**src/hw/rtl/scf_pkg.sv**
```systemverilog
package scf_pkg;

    localparam logic [7:0]  HDR_START = 8'hFD;
    localparam logic [7:0]  HDR_CMD   = 8'h01;
    localparam logic [15:0] LEN_EXTRA = 16'd3;

    typedef logic [2:0] t_step;

    // Steps of start ops, then of payload ops; a checksum step closes the frame.
    localparam t_step STEP_SYNC = 3'd0;
    localparam t_step STEP_LENH = 3'd1;
    localparam t_step STEP_LENL = 3'd2;
    localparam t_step STEP_CMD  = 3'd3;
    localparam t_step STEP_ENC  = 3'd4;
    localparam t_step STEP_SUMH = 3'd5;
    localparam t_step STEP_DATA = 3'd0;
    localparam t_step STEP_SUMD = 3'd1;

    typedef enum logic {
        OP_START = 1'b0,
        OP_DATA  = 1'b1
    } t_op_kind;

    // One classified request as it travels from the front to the back.
    typedef struct packed {
        t_op_kind    kind;
        logic        last;   // a checksum closes the frame after this op
        logic [15:0] total;  // length field of the header, start ops only
        logic [7:0]  value;  // encoding byte or payload byte
    } t_op;

endpackage

```
**src/hw/rtl/scf_front.sv**
```systemverilog
module scf_front (
    input  logic         i_clk,
    input  logic         i_rst_n,
    input  logic         i_in_valid,
    input  logic         i_command,
    input  logic [15:0]  i_payload_length,
    input  logic [7:0]   i_text_encoding,
    input  logic [7:0]   i_data_byte,
    input  logic         i_queue_full,
    output logic         o_push,
    output scf_pkg::t_op o_op
);
    import scf_pkg::*;

    logic        r_open;
    logic [15:0] r_left;
    logic        n_open;
    logic [15:0] n_left;
    logic        accept;

    assign accept = i_in_valid && !i_queue_full;

    always_comb begin
        n_open       = r_open;
        n_left       = r_left;
        o_push       = 1'b0;
        o_op.kind    = OP_START;
        o_op.last    = 1'b0;
        o_op.total   = i_payload_length + LEN_EXTRA;
        o_op.value   = i_text_encoding;
        if (accept) begin
            if (i_command == 1'b0) begin
                o_push    = 1'b1;
                o_op.last = (i_payload_length == 16'd0);
                n_open    = (i_payload_length != 16'd0);
                n_left    = i_payload_length;
            end else if (r_open) begin
                // Payload bytes outside an open frame are dropped here.
                o_push     = 1'b1;
                o_op.kind  = OP_DATA;
                o_op.value = i_data_byte;
                o_op.last  = (r_left == 16'd1);
                n_left     = r_left - 16'd1;
                n_open     = (r_left != 16'd1);
            end
        end
    end

    always_ff @(posedge i_clk) begin
        if (!i_rst_n) begin
            r_open <= 1'b0;
            r_left <= 16'd0;
        end else begin
            r_open <= n_open;
            r_left <= n_left;
        end
    end

endmodule

```
**src/hw/rtl/scf_queue.sv**
```systemverilog
module scf_queue #(
    parameter int DEPTH = 4
) (
    input  logic         i_clk,
    input  logic         i_rst_n,
    input  logic         i_push,
    input  scf_pkg::t_op i_op,
    input  logic         i_pop,
    output scf_pkg::t_op o_head,
    output logic         o_empty,
    output logic         o_full
);
    import scf_pkg::*;

    localparam int PTR_W = $clog2(DEPTH);
    localparam int CNT_W = $clog2(DEPTH + 1);
    localparam logic [PTR_W-1:0] PTR_LAST = PTR_W'(DEPTH - 1);

    t_op              r_mem [DEPTH];
    logic [PTR_W-1:0] r_wr;
    logic [PTR_W-1:0] r_rd;
    logic [CNT_W-1:0] r_cnt;

    assign o_head  = r_mem[r_rd];
    assign o_empty = (r_cnt == '0);
    assign o_full  = (r_cnt == CNT_W'(DEPTH));

    always_ff @(posedge i_clk) begin
        if (i_push) begin
            r_mem[r_wr] <= i_op;
        end
    end

    always_ff @(posedge i_clk) begin
        if (!i_rst_n) begin
            r_wr  <= '0;
            r_rd  <= '0;
            r_cnt <= '0;
        end else begin
            if (i_push) begin
                r_wr <= (r_wr == PTR_LAST) ? '0 : r_wr + 1'b1;
            end
            if (i_pop) begin
                r_rd <= (r_rd == PTR_LAST) ? '0 : r_rd + 1'b1;
            end
            if (i_push && !i_pop) begin
                r_cnt <= r_cnt + 1'b1;
            end else if (i_pop && !i_push) begin
                r_cnt <= r_cnt - 1'b1;
            end
        end
    end

endmodule

```
**src/hw/rtl/scf_back.sv**
```systemverilog
module scf_back (
    input  logic         i_clk,
    input  logic         i_rst_n,
    input  scf_pkg::t_op i_head,
    input  logic         i_empty,
    output logic         o_pop,
    input  logic         i_out_stall,
    output logic         o_out_valid,
    output logic [7:0]   o_out_byte,
    output logic         o_frame_end
);
    import scf_pkg::*;

    t_step      r_step;
    logic [7:0] r_xor;
    logic       r_out_valid;
    logic [7:0] r_out_byte;
    logic       r_frame_end;

    logic       can_adv;
    logic       fire;
    logic [7:0] emit_byte;
    logic       is_sum;
    logic       last_step;
    logic [7:0] n_xor;

    assign can_adv = !r_out_valid || !i_out_stall;
    assign fire    = can_adv && !i_empty;
    assign o_pop   = fire && last_step;

    always_comb begin
        emit_byte = r_xor;
        is_sum    = 1'b0;
        last_step = 1'b0;
        case (i_head.kind)
            OP_START: begin
                case (r_step)
                    STEP_SYNC: emit_byte = HDR_START;
                    STEP_LENH: emit_byte = i_head.total[15:8];
                    STEP_LENL: emit_byte = i_head.total[7:0];
                    STEP_CMD:  emit_byte = HDR_CMD;
                    STEP_ENC:  emit_byte = i_head.value;
                    default:   is_sum    = 1'b1;
                endcase
                last_step = ((r_step == STEP_ENC) && !i_head.last) || (r_step == STEP_SUMH);
            end
            OP_DATA: begin
                if (r_step == STEP_DATA) begin
                    emit_byte = i_head.value;
                end else begin
                    is_sum = 1'b1;
                end
                last_step = ((r_step == STEP_DATA) && !i_head.last) || (r_step == STEP_SUMD);
            end
            default: begin
                last_step = 1'b1;
            end
        endcase
        // The sync byte restarts the checksum, so an abandoned frame leaves no trace.
        if (is_sum) begin
            n_xor = 8'd0;
        end else if ((i_head.kind == OP_START) && (r_step == STEP_SYNC)) begin
            n_xor = emit_byte;
        end else begin
            n_xor = r_xor ^ emit_byte;
        end
    end

    always_ff @(posedge i_clk) begin
        if (!i_rst_n) begin
            r_step      <= STEP_SYNC;
            r_xor       <= 8'd0;
            r_out_valid <= 1'b0;
        end else if (fire) begin
            r_step      <= last_step ? STEP_SYNC : r_step + 3'd1;
            r_xor       <= n_xor;
            r_out_valid <= 1'b1;
        end else if (can_adv) begin
            r_out_valid <= 1'b0;
        end
    end

    always_ff @(posedge i_clk) begin
        if (fire) begin
            r_out_byte  <= emit_byte;
            r_frame_end <= is_sum;
        end
    end

    assign o_out_valid = r_out_valid;
    assign o_out_byte  = r_out_byte;
    assign o_frame_end = r_frame_end;

endmodule

```
**src/hw/rtl/speech_command_framer.sv**
```systemverilog
// Channel   Direction  Handshake               Payload
// in        request    i_in_valid / o_in_stall  i_command, i_payload_length,
//                                               i_text_encoding, i_data_byte
// out       byte       o_out_valid / i_out_stall o_out_byte, o_frame_end
//
// Each payload request gives one output byte, two when it closes the frame; a
// start gives the five header bytes, plus the checksum when the length is zero.
// The back end sends one byte per cycle while i_out_stall is low, so payload
// requests run one per cycle, but for the one that closes the frame.
// Reset is synchronous and active low and empties the request queue. o_in_stall
// rises only when the queue is full; i_out_stall holds the output register.
module speech_command_framer #(
    parameter int QUEUE_DEPTH = 4
) (
    input  logic        i_clk,
    input  logic        i_rst_n,
    input  logic        i_in_valid,
    output logic        o_in_stall,
    input  logic        i_command,
    input  logic [15:0] i_payload_length,
    input  logic [7:0]  i_text_encoding,
    input  logic [7:0]  i_data_byte,
    output logic        o_out_valid,
    input  logic        i_out_stall,
    output logic [7:0]  o_out_byte,
    output logic        o_frame_end
);
    import scf_pkg::*;

    // The front end tracks whether a frame is open and how many payload bytes it
    // still expects. It classifies every request into a queued operation and
    // drops payload bytes that arrive with no frame open.
    t_op  front_op;
    logic front_push;
    t_op  queue_head;
    logic queue_empty;
    logic queue_full;
    logic back_pop;

    assign o_in_stall = queue_full;

    scf_front u_front (
        .i_clk            (i_clk),
        .i_rst_n          (i_rst_n),
        .i_in_valid       (i_in_valid),
        .i_command        (i_command),
        .i_payload_length (i_payload_length),
        .i_text_encoding  (i_text_encoding),
        .i_data_byte      (i_data_byte),
        .i_queue_full     (queue_full),
        .o_push           (front_push),
        .o_op             (front_op)
    );

    // The queue lets requests keep flowing while the back end works through a
    // header burst or waits on the link. QUEUE_DEPTH must be at least two.
    scf_queue #(
        .DEPTH (QUEUE_DEPTH)
    ) u_queue (
        .i_clk   (i_clk),
        .i_rst_n (i_rst_n),
        .i_push  (front_push),
        .i_op    (front_op),
        .i_pop   (back_pop),
        .o_head  (queue_head),
        .o_empty (queue_empty),
        .o_full  (queue_full)
    );

    // The back end walks each operation one byte per cycle while the output is not
    // stalled, keeps the running XOR checksum and owns the output register.
    scf_back u_back (
        .i_clk       (i_clk),
        .i_rst_n     (i_rst_n),
        .i_head      (queue_head),
        .i_empty     (queue_empty),
        .o_pop       (back_pop),
        .i_out_stall (i_out_stall),
        .o_out_valid (o_out_valid),
        .o_out_byte  (o_out_byte),
        .o_frame_end (o_frame_end)
    );

endmodule

```
**config.mk**
```make
export PLATFORM = sky130hd
export DESIGN_NAME = speech_command_framer
export DESIGN_NICKNAME = d
export VERILOG_FILES = /design/src/hw/rtl/scf_pkg.sv /design/src/hw/rtl/scf_front.sv /design/src/hw/rtl/scf_queue.sv /design/src/hw/rtl/scf_back.sv /design/src/hw/rtl/speech_command_framer.sv
export SDC_FILE = /design/constraint.sdc
export NUM_CORES = 1
export LEC_CHECK = 0
export BUFFER_PORTS_ARGS = -buffer_cell sky130_fd_sc_hd__clkbuf_2
export CORE_ASPECT_RATIO = 0.75
export CORE_MARGIN = 1
export CORE_UTILIZATION = 28
export DETAILED_ROUTE_END_ITERATION = 7
export SLEW_MARGIN = 20
export SYNTH_ARGS = -nofsm -noshare
export SYNTH_HDL_FRONTEND = slang
export SYNTH_HIERARCHICAL = 1
export SYNTH_SLANG_ARGS = --single-unit
```
**constraint.sdc**
```tcl
create_clock -name i_clk -period 3.4 [get_ports i_clk]
set_clock_uncertainty 0.2 [all_clocks]
set_input_delay 0 -clock i_clk [delete_from_list [all_inputs] [get_ports i_clk]]
set_output_delay 0 -clock i_clk [all_outputs]
set_load 0.03 [all_outputs]
```
==> summary.md, run 1 <==
| Metric | Value |
|---|---|
| Status | `finished, final reports clean` |
| Layout Nets | `675` |
| Die H | `141 microns` |
| Net Sw Frac | `33.2%` |
| GR Util All Layers | `12.7%` |
| Slew @ Worst Pin | `690 ps` |
| # fillers | `2,483` |
| Hpwl dp | `11,000 microns` |
| Wire per inst | `16.8 microns` |
| Reg2reg path depth | `6` |
| Critical path's slowest cell | `dlygate4sd3_1` |
| Most frequent cells in the layout | `113 x edfxtp_1, 47 x clkbuf_2, 41 x nand2_1` |
| CTS tree | `built` |
| RePlAce Congestion | `0.809` |
| Min Tclk post-route | `3150 ps` |
| CP cell instances | `nor3b_1, and2b_1, nand3_1, buf_4, mux2_2, dlygate4sd3_1` |
| CP max FO | `9` |
| Vias in the first global route | `4,749` |
| Hold EP | `u_front/r_left[1]` |
| Inserted Clock Buffers | `17` |
| Worst flop-to-flop path startpoint | `u_queue/r_cnt[1]` |
| Max Transition Viols Final | `0` |
| Worst setup SP type | `register` |
| Critical Path End Type | `register` |
| Hold path depth | `4` |
| Register area share after synthesis | `57.6%` |
| Maxcap violations | `0` |
| Syn Area/Cell | `13.8 sq um` |
| Largest net degree at the start of global routing | `27` |
| PwrDens | `713 nW/um^2` |
| CTS Sinks | `151` |
| Diodes inserted | `0` |
| Setup WS pre-CTS | `420 ps` |
| WL final | `16,300 microns` |
| Routed Antenna Nets | `0` |
| Initial DRT Pass Iterations | `5` |
| Logic pwr share | `30.8%` |
| R2r setup slk | `250 ps` |
| CP Class | `register to register` |
| Total grt overflow | `0` |
| Count of final hold-check violations | `0` |
| Syn Nets | `575` |
| Crit path max-delay family | `simple AND/OR/NAND/NOR gates` |
| HP Class | `input port to register` |
| Row cnt | `50` |
| Fmax | `317 MHz` |
| Initial antenna violation count | `0` |
| Fraction of layout cells with a size suffix above 1 | `23.3%` |
| Postcts setup bufs | `0` |
| First-pass GRT wire length | `25,900 microns` |
| Synth-to-Final Area Change | `22.3%` |
| Relative slew slack | `53.9%` |
| Port bufs | `47` |
| Worst Path Arrival | `3100 ps` |
| Switching power | `2.09 mW` |
| Final Worst Setup Slack | `246 ps` |
| Mapped Cells | `521` |
| Worst r2r dst | `u_queue/r_mem[2][2]` |
| Netlist cell types | `75` |
| DP Area | `7810 sq um` |
| CP max stage delay | `620 ps` |
| Core Region | `25,100 sq um` |
| Die X | `187 microns` |
| Via density | `4.86` |
| Period utilization | `92.8%` |
| Post-synth EDFFs | `113` |
| Die area | `26,400 sq um` |
| Setup_tns | `0 ps` |
| Asr flop ratio synth | `0%` |
| Residual DRC | `0` |
| H-tree Lvls | `4` |
| Drt initial violations | `391` |
| Synthesized area | `7210 sq um` |
| Yosys warning count | `6` |
| Initial Utilization | `28.7%` |
| Seq pwr share | `38.3%` |
| RSZ-0062 raised after global routing | `false` |
| Io pins | `48` |
| Commonest non-fill, non-tap cell in the layout | `edfxtp_1` |
| Clock network fraction of total power | `30.8%` |
| Worst Min Path Start | `i_command` |
| Count of final setup violators | `0` |
| Root Buffer | `clkbuf_16` |
| Buf/Inv on CP | `2` |
| Max VDD drop | `0.000361 V` |
| Worst Hold Slack | `64.5 ps` |
| Int Power | `4.20 mW` |
| Worst-Skew Late Latency | `420 ps` |
| Design Area, Final | `8820 sq um` |
| Clk buf depth | `2` |
| Clk slew on worst S/H paths | `70 ps` |
| CP required | `3340 ps` |
| Lkg Pwr | `3.08 nW` |
| Detailed-route via count | `4,722` |
| Top_reg_cell synth | `edfxtp_1` |
| Synthesized flop and latch total | `151` |
| Total Power | `6.29 mW` |
[worst min-delay path, stage by stage]
cell      delay [ps]
clkbuf_2         400
nand2_1          100
o211ai_1          70
a21oi_1           70
[worst max-delay path by stage]
stage,depth (start not counted),startpoint,endpoint,slack [ps]
4_1_cts,6,u_queue/r_cnt[1],u_queue/r_mem[3][0],230
2_1_floorplan,10,u_queue/r_cnt[0],u_queue/r_cnt[2],330
5_1_grt,6,u_queue/r_cnt[1],u_queue/r_mem[3][2],60
3_5_place_dp,10,register,u_queue/r_cnt[2],420
6_report,6,u_queue/r_cnt[1],u_queue/r_mem[2][2],250
3_3_place_gp,10,register,u_queue/r_cnt[2],560
[state kept, by name (all words and copies together), names as in the netlist, named ones only]
name	flops
u_queue/r_rd	2
u_back/o_frame_end	1
u_front/r_open	1
u_back/o_out_byte	8
u_queue/r_mem	104
u_queue/r_wr	2
u_queue/r_cnt	3
u_back/o_out_valid	1
u_back/r_step	3
u_back/r_xor	8
u_front/r_left	16
[metal layers]
metal | global-route usage (%) | vias up | wire length [microns] | part of all wire [%]
li1 | - | 2249 | - | -
met1 | 18.3 | 2321 | 8120 | 50
met2 | 18.9 | 141 | 7130 | 44
met3 | 3.26 | 11 | 940 | 5.8
met4 | 3.58 | 0 | 94 | 0.58
met5 | 0 | - | 0 | 0
[layout make-up]
class / count / area [sq um] / share of cell area (%)
clock buffers: 17 / 425 / 4.82
clock inverters: 15 / 183 / 2.07
inverters: 19 / 71.3 / 0.809
multi-input cells: 330 / 2810 / 31.9
flip-flops and latches: 151 / 4160 / 47.1
well taps: 338 / 423 / 4.80
repair buffers: 102 / 748 / 8.48
[power groups by stage]
stage | logic (mW) | registers, mW | clock network (mW)
floorplan | 1.42 | 2.53 | 0
global placement | 1.88 | 2.44 | 0
detailed placement | 1.90 | 2.45 | 0
CTS | 1.96 | 2.41 | 1.99
global route | 2.14 | 2.44 | 2.04
finish | 1.94 | 2.41 | 1.94
[metrics by stage]
step / instances / utilization [%]
3_3_place_gp: 900 / 31.1
2_1_floorplan: 521 / -
5_1_grt: 972 / 35.1
4_1_cts: 972 / 35.1
6_report: 972 / 35.1
3_5_place_dp: 900 / 31.1
[synth_stat cells (7+ instances only)]
cell type	number	area share [%]
edfxtp_1	113	47
nand2_1	41	2.1
dfxtp_1	38	11
mux4_2	20	6.2
inv_1	18	0.94
nor2_1	18	0.94
ha_1	16	2.8
mux2i_1	15	2.1
xnor2_1	14	1.7
nand3_1	13	0.90
a21oi_1	12	0.83
a22oi_1	12	1.2
o21ai_0	12	0.83
and2_1	10	0.87
nand4_1	10	0.87
buf_2	9	0.62
o21ai_1	9	0.62
mux2_2	8	1.2
a32o_1	7	0.97
nor3_1	7	0.49
[repair_timing]
item | 4_1_cts | 5_1_grt
gates resized for setup | 0 | 0
hold buffers | 40 | 0
hold endpoints to repair | 134 | 0
[cells by family (layout without fill, tap and decap cells)]
| group | count (synthesis) | after routing | synth area share, % |
|---|---|---|---|
| adders and majority gates | 18 | 18 | 3.21 |
| and+or+nand+nor | 148 | 148 | 11.6 |
| DFF | 151 | 151 | 57.6 |
| AOI/OAI and AO/OA | 97 | 97 | 10.2 |
| buffers and inverters | 40 | 153 | 3.38 |
| xor gates and xnor gates | 18 | 18 | 2.19 |
| muxes | 49 | 49 | 11.8 |
Note: power is estimated with default switching activity, not from simulation.
==> run 2: changes to the inputs <==
--- a/config.mk
+++ b/config.mk
@@ -10,6 +10,7 @@
 export CORE_MARGIN = 1
 export CORE_UTILIZATION = 28
 export DETAILED_ROUTE_END_ITERATION = 7
+export GPL_TIMING_DRIVEN = 1
 export SLEW_MARGIN = 20
 export SYNTH_ARGS = -nofsm -noshare
 export SYNTH_HDL_FRONTEND = slang
==> constraint.sdc (replaced) <==
create_clock -name i_clk -period 3.4 [get_ports i_clk]
set_clock_uncertainty 0.2 [all_clocks]
set_input_delay 0.68 -clock i_clk [delete_from_list [all_inputs] [get_ports i_clk]]
set_output_delay 0.68 -clock i_clk [all_outputs]
set_load 0.03 [all_outputs]
==> summary.md, run 2 (synthesis results as in run 1) <==
| Metric | Value |
|---|---|
| Status | `finished, final reports clean` |
| HP Class | `register to register` |
| Maxcap violations | `0` |
| Switching power | `2.09 mW` |
| H-tree Lvls | `4` |
| WL final | `15,900 microns` |
| Max reg flops | `104` |
| Root Buffer | `clkbuf_16` |
| Layout Nets | `637` |
| Die X | `187 microns` |
| CP Class | `register to register` |
| Initial Utilization | `28.7%` |
| Period utilization | `88.4%` |
| Postcts setup bufs | `0` |
| Drt initial violations | `399` |
| Io pins | `48` |
| Initial antenna violation count | `0` |
| RePlAce Congestion | `0.807` |
| Diodes inserted | `0` |
| Residual DRC | `0` |
| Row cnt | `50` |
| Clk slew on worst S/H paths | `70 ps` |
| # fillers | `2,499` |
| Worst setup SP type | `register` |
| Inserted Clock Buffers | `17` |
| Count of final hold-check violations | `0` |
| Min Tclk post-route | `3000 ps` |
| Count of final setup violators | `0` |
| Lkg Pwr | `2.92 nW` |
| Wire per inst | `17.1 microns` |
| Worst Path Arrival | `3140 ps` |
| Total grt overflow | `0` |
| Detailed-route via count | `4,646` |
| Post-CTS sizing | `0` |
| Final Worst Setup Slack | `396 ps` |
| Fraction of layout cells with a size suffix above 1 | `25.2%` |
| Net Sw Frac | `33.5%` |
| Setup WS pre-CTS | `399 ps` |
| Largest Register | `u_queue/r_mem` |
| RSZ-0062 raised after global routing | `false` |
| Clock network fraction of total power | `30.9%` |
| CP max FO | `3` |
| Routed Antenna Nets | `0` |
| Largest net degree at the start of global routing | `27` |
| Max VDD drop | `0.000365 V` |
| CTS Sinks | `151` |
| Worst Min Path Start | `u_back/o_out_valid` |
| Synth-to-Final Area Change | `17.0%` |
| Fmax | `333 MHz` |
| Worst-Skew Late Latency | `420 ps` |
| PwrDens | `742 nW/um^2` |
| Total Power | `6.26 mW` |
| Hpwl dp | `11,000 microns` |
| GR Util All Layers | `12.5%` |
| Hold Buf Count CTS | `0` |
| Clk buf depth | `2` |
| Critical Path End Type | `register` |
| Logic pwr share | `30.6%` |
| Int Power | `4.17 mW` |
| First-pass GRT wire length | `25,400 microns` |
| Port bufs | `47` |
| Commonest non-fill, non-tap cell in the layout | `edfxtp_1` |
| Largest regs | `u_queue/r_mem (104), u_front/r_left (16)` |
| Relative slew slack | `60.7%` |
| Core Region | `25,100 sq um` |
| Most frequent cells in the layout | `113 x edfxtp_1, 47 x clkbuf_2, 41 x nand2_1` |
| Die area | `26,400 sq um` |
| CTS tree | `built` |
| CP required | `3540 ps` |
| Slew @ Worst Pin | `588 ps` |
| Vias in the first global route | `4,508` |
| Max Transition Viols Final | `0` |
| Initial DRT Pass Iterations | `4` |
| Setup_tns | `0 ps` |
| Seq pwr share | `38.5%` |
| Via density | `4.97` |
| Die H | `141 microns` |
-- run 2: critical path, stage by stage (launching register included) --
cell and delay, ps:
dfxtp_2 350, mux4_1 610, xnor2_1 240, nor3_1 120, inv_1 100, ha_1 180
inv_1 70, fa_1 440, xor2_1 160, or3_1 300, a21boi_0 160
-- run 2: worst paths after layout --
path	end	slack [ps]	cells past startpoint
setup / recovery	u_queue/r_cnt[2]	400	10
hold / removal	u_back/o_out_valid	280	2
setup reg to reg	u_queue/r_cnt[2]	400	10
hold reg to reg	u_back/o_out_valid	280	2
-- run 2: metal layers --
layer / share of wire (%) / vias up / GRT usage (%) / wire length, microns
met1: 50 / 2299 / 18.1 / 7940
met4: 0.18 / 0 / 2.67 / 29
met5: 0 / - / 0 / 0
met3: 7.6 / 2 / 3.73 / 1220
met2: 42 / 171 / 18.2 / 6760
li1: - / 2174 / - / -
-- run 2: area by class of cell --
| cell class | count | area (sq um) | area share (%) |
|---|---|---|---|
| clock buffer | 17 | 425 | 5.04 |
| inverter | 19 | 71.3 | 0.846 |
| sequential | 151 | 4160 | 49.3 |
| clock inverter | 15 | 184 | 2.18 |
| multi-input combinational | 330 | 2810 | 33.3 |
| tap | 338 | 423 | 5.01 |
| timing repair buffer | 64 | 363 | 4.30 |
-- run 2: power groups by stage --
stage	logic [mW]	registers [mW]	clock network, mW
4_1_cts	1.93	2.41	1.97
6_report	1.92	2.41	1.94
3_5_place_dp	1.92	2.45	0
3_3_place_gp	1.90	2.44	0
5_1_grt	2.11	2.44	2.06
2_1_floorplan	1.42	2.53	0
-- run 2: through the flow --
step | util [%] | instances | cell area, sq um | hold slack (ps)
2_1_floorplan | - | 521 | 7210 | 269
3_3_place_gp | 31.1 | 902 | 7830 | 266
3_5_place_dp | 31.1 | 902 | 7830 | 272
4_1_cts | 33.5 | 934 | 8430 | 281
5_1_grt | 33.5 | 934 | 8430 | 322
6_report | 33.5 | 934 | 8430 | 278
==> run 3: changes to the inputs <==
--- a/config.mk
+++ b/config.mk
@@ -11,6 +11,7 @@
 export CORE_UTILIZATION = 28
 export DETAILED_ROUTE_END_ITERATION = 7
 export GPL_TIMING_DRIVEN = 1
+export RECOVER_POWER = 100
 export SLEW_MARGIN = 20
 export SYNTH_ARGS = -nofsm -noshare
 export SYNTH_HDL_FRONTEND = slang
==> summary.md, run 3 (synthesis results as in run 1) <==
| Metric | Value |
|---|---|
| Status | `finished, final reports clean` |
| Root Buffer | `clkbuf_16` |
| Critical path's slowest cell | `nor3_1` |
| Largest net degree at the start of global routing | `27` |
| RePlAce Congestion | `0.807` |
| Wire per inst | `17.1 microns` |
| Vias in the first global route | `4,508` |
| CP Class | `register to register` |
| Lkg Pwr | `2.84 nW` |
| Max Transition Viols Final | `0` |
| R2r setup slk | `320 ps` |
| Area occupied by multi-input gates | `2780 sq um` |
| Worst setup SP type | `register` |
| Reg2reg path depth | `6` |
| Setup WS pre-CTS | `399 ps` |
| Count of final hold-check violations | `0` |
| CP required | `3510 ps` |
| Final core utilization | `33.2%` |
| Commonest non-fill, non-tap cell in the layout | `edfxtp_1` |
| Initial DRT Pass Iterations | `5` |
| Postcts setup bufs | `0` |
| Period utilization | `90.6%` |
| Final Worst Setup Slack | `319 ps` |
| CP max FO | `16` |
| Design Area, Final | `8350 sq um` |
| Row cnt | `50` |
| Layout Nets | `637` |
| Initial Utilization | `28.7%` |
| CTS Sinks | `151` |
| Min Tclk post-route | `3080 ps` |
| Largest Register | `u_queue/r_mem` |
| H-tree Lvls | `4` |
| Worst Path Arrival | `3190 ps` |
| Routed Antenna Nets | `0` |
| Core Region | `25,100 sq um` |
| Diodes inserted | `0` |
| Synth-to-Final Area Change | `15.8%` |
| Worst r2r dst | `u_back/r_xor[4]` |
| CP cell instances | `mux4_1, clkbuf_1, nor3_1, a22o_1, a22oi_1, a32o_1` |
| Initial antenna violation count | `0` |
| First-pass GRT wire length | `25,400 microns` |
| Most frequent cells in the layout | `113 x edfxtp_1, 41 x nand2_1, 39 x clkbuf_2` |
| Worst Min Path Start | `u_back/o_out_valid` |
| Detailed-route via count | `4,648` |
| Largest regs | `u_queue/r_mem (104), u_front/r_left (16)` |
| Inserted Clock Buffers | `17` |
| Relative slew slack | `34.3%` |
| Max VDD drop | `0.000365 V` |
| Max reg flops | `104` |
| FF/Latch Area | `4150 sq um` |
| Fmax | `325 MHz` |
| Slew @ Worst Pin | `986 ps` |
| Worst-Skew Late Latency | `420 ps` |
| DP Area | `7830 sq um` |
| Residual DRC | `0` |
| PwrDens | `741 nW/um^2` |
| Die area | `26,400 sq um` |
| Crit path max-delay family | `simple AND/OR/NAND/NOR gates` |
| Buf/Inv on CP | `1` |
| Critical Path End Type | `register` |
| Total grt overflow | `0` |
| Via density | `4.98` |
| Io pins | `48` |
| GR Util All Layers | `12.5%` |
| Setup_tns | `0 ps` |
| RSZ-0062 raised after global routing | `false` |
| Post-CTS sizing | `0` |
| HP Class | `register to register` |
| Drt initial violations | `385` |
| WL final | `16,000 microns` |
| Die H | `141 microns` |
| Fraction of layout cells with a size suffix above 1 | `19.5%` |
| Worst Hold Slack | `276 ps` |
| Maxcap violations | `0` |
| # fillers | `2,512` |
| Die X | `187 microns` |
| Hold EP | `u_back/o_out_valid` |
| Hold Buf Count CTS | `0` |
| CP max stage delay | `710 ps` |
| Port bufs | `47` |
| CTS tree | `built` |
| Clk buf depth | `2` |
| Count of final setup violators | `0` |
| Hpwl dp | `11,000 microns` |
| Hold path depth | `2` |
| Clk slew on worst S/H paths | `70 ps` |
-- run 3: report_power, final --
group          internal, mW  switching [mW]  leakage [nW]
clock                  1.11           0.821         0.292
combinational         0.735            1.11          1.20
sequential             2.26           0.143          1.35
total                  4.11            2.08          2.84
-- run 3: final cells by class --
| type | count | area share (%) |
|---|---|---|
| repair buffers | 64 | 3.78 |
| flip-flops and latches | 151 | 49.7 |
| multi-input cells | 330 | 33.3 |
| inverters | 19 | 0.854 |
| well taps | 338 | 5.06 |
| clock buffers | 17 | 5.09 |
| clock inverters | 15 | 2.20 |
-- run 3: how the worst max path moves through the flow --
stage                startpoint                   end  slack, ps  depth (start not counted)
2_1_floorplan  u_queue/r_cnt[0]      u_queue/r_cnt[2]        330                         10
3_3_place_gp           register      u_queue/r_cnt[2]        550                         10
3_5_place_dp           register      u_queue/r_cnt[2]        400                         10
4_1_cts                register      u_queue/r_cnt[2]        380                         10
5_1_grt        u_queue/r_cnt[2]  u_queue/r_mem[0][20]        120                          7
6_report               register       u_back/r_xor[4]        320                          6
-- run 3: per-stage QoR --
stage	total power [mW]	instances
after global routing	6.52	934
after detailed placement	4.37	902
after CTS	6.31	934
final	6.19	934
after global placement	4.34	902
after floorplan	3.96	521
-- run 3: worst register-to-register path: cells and delay by family (launching register included) --
family / cells / cell delay [ps]
AND/OR/NAND/NOR: 1 / 720
AO/OA/AOI/OAI: 3 / 660
multiplexers: 1 / 620
buffers and inverters: 1 / 390
flip-flops: 1 / 380
-- run 3: per-layer routing --
metal	share of wire (%)	track usage (%)	vias to the layer above
li1	-	-	2164
met1	51	18.1	2314
met2	43	18.2	160
met3	6.4	3.73	10
met4	0.32	2.67	0
met5	0	0	-
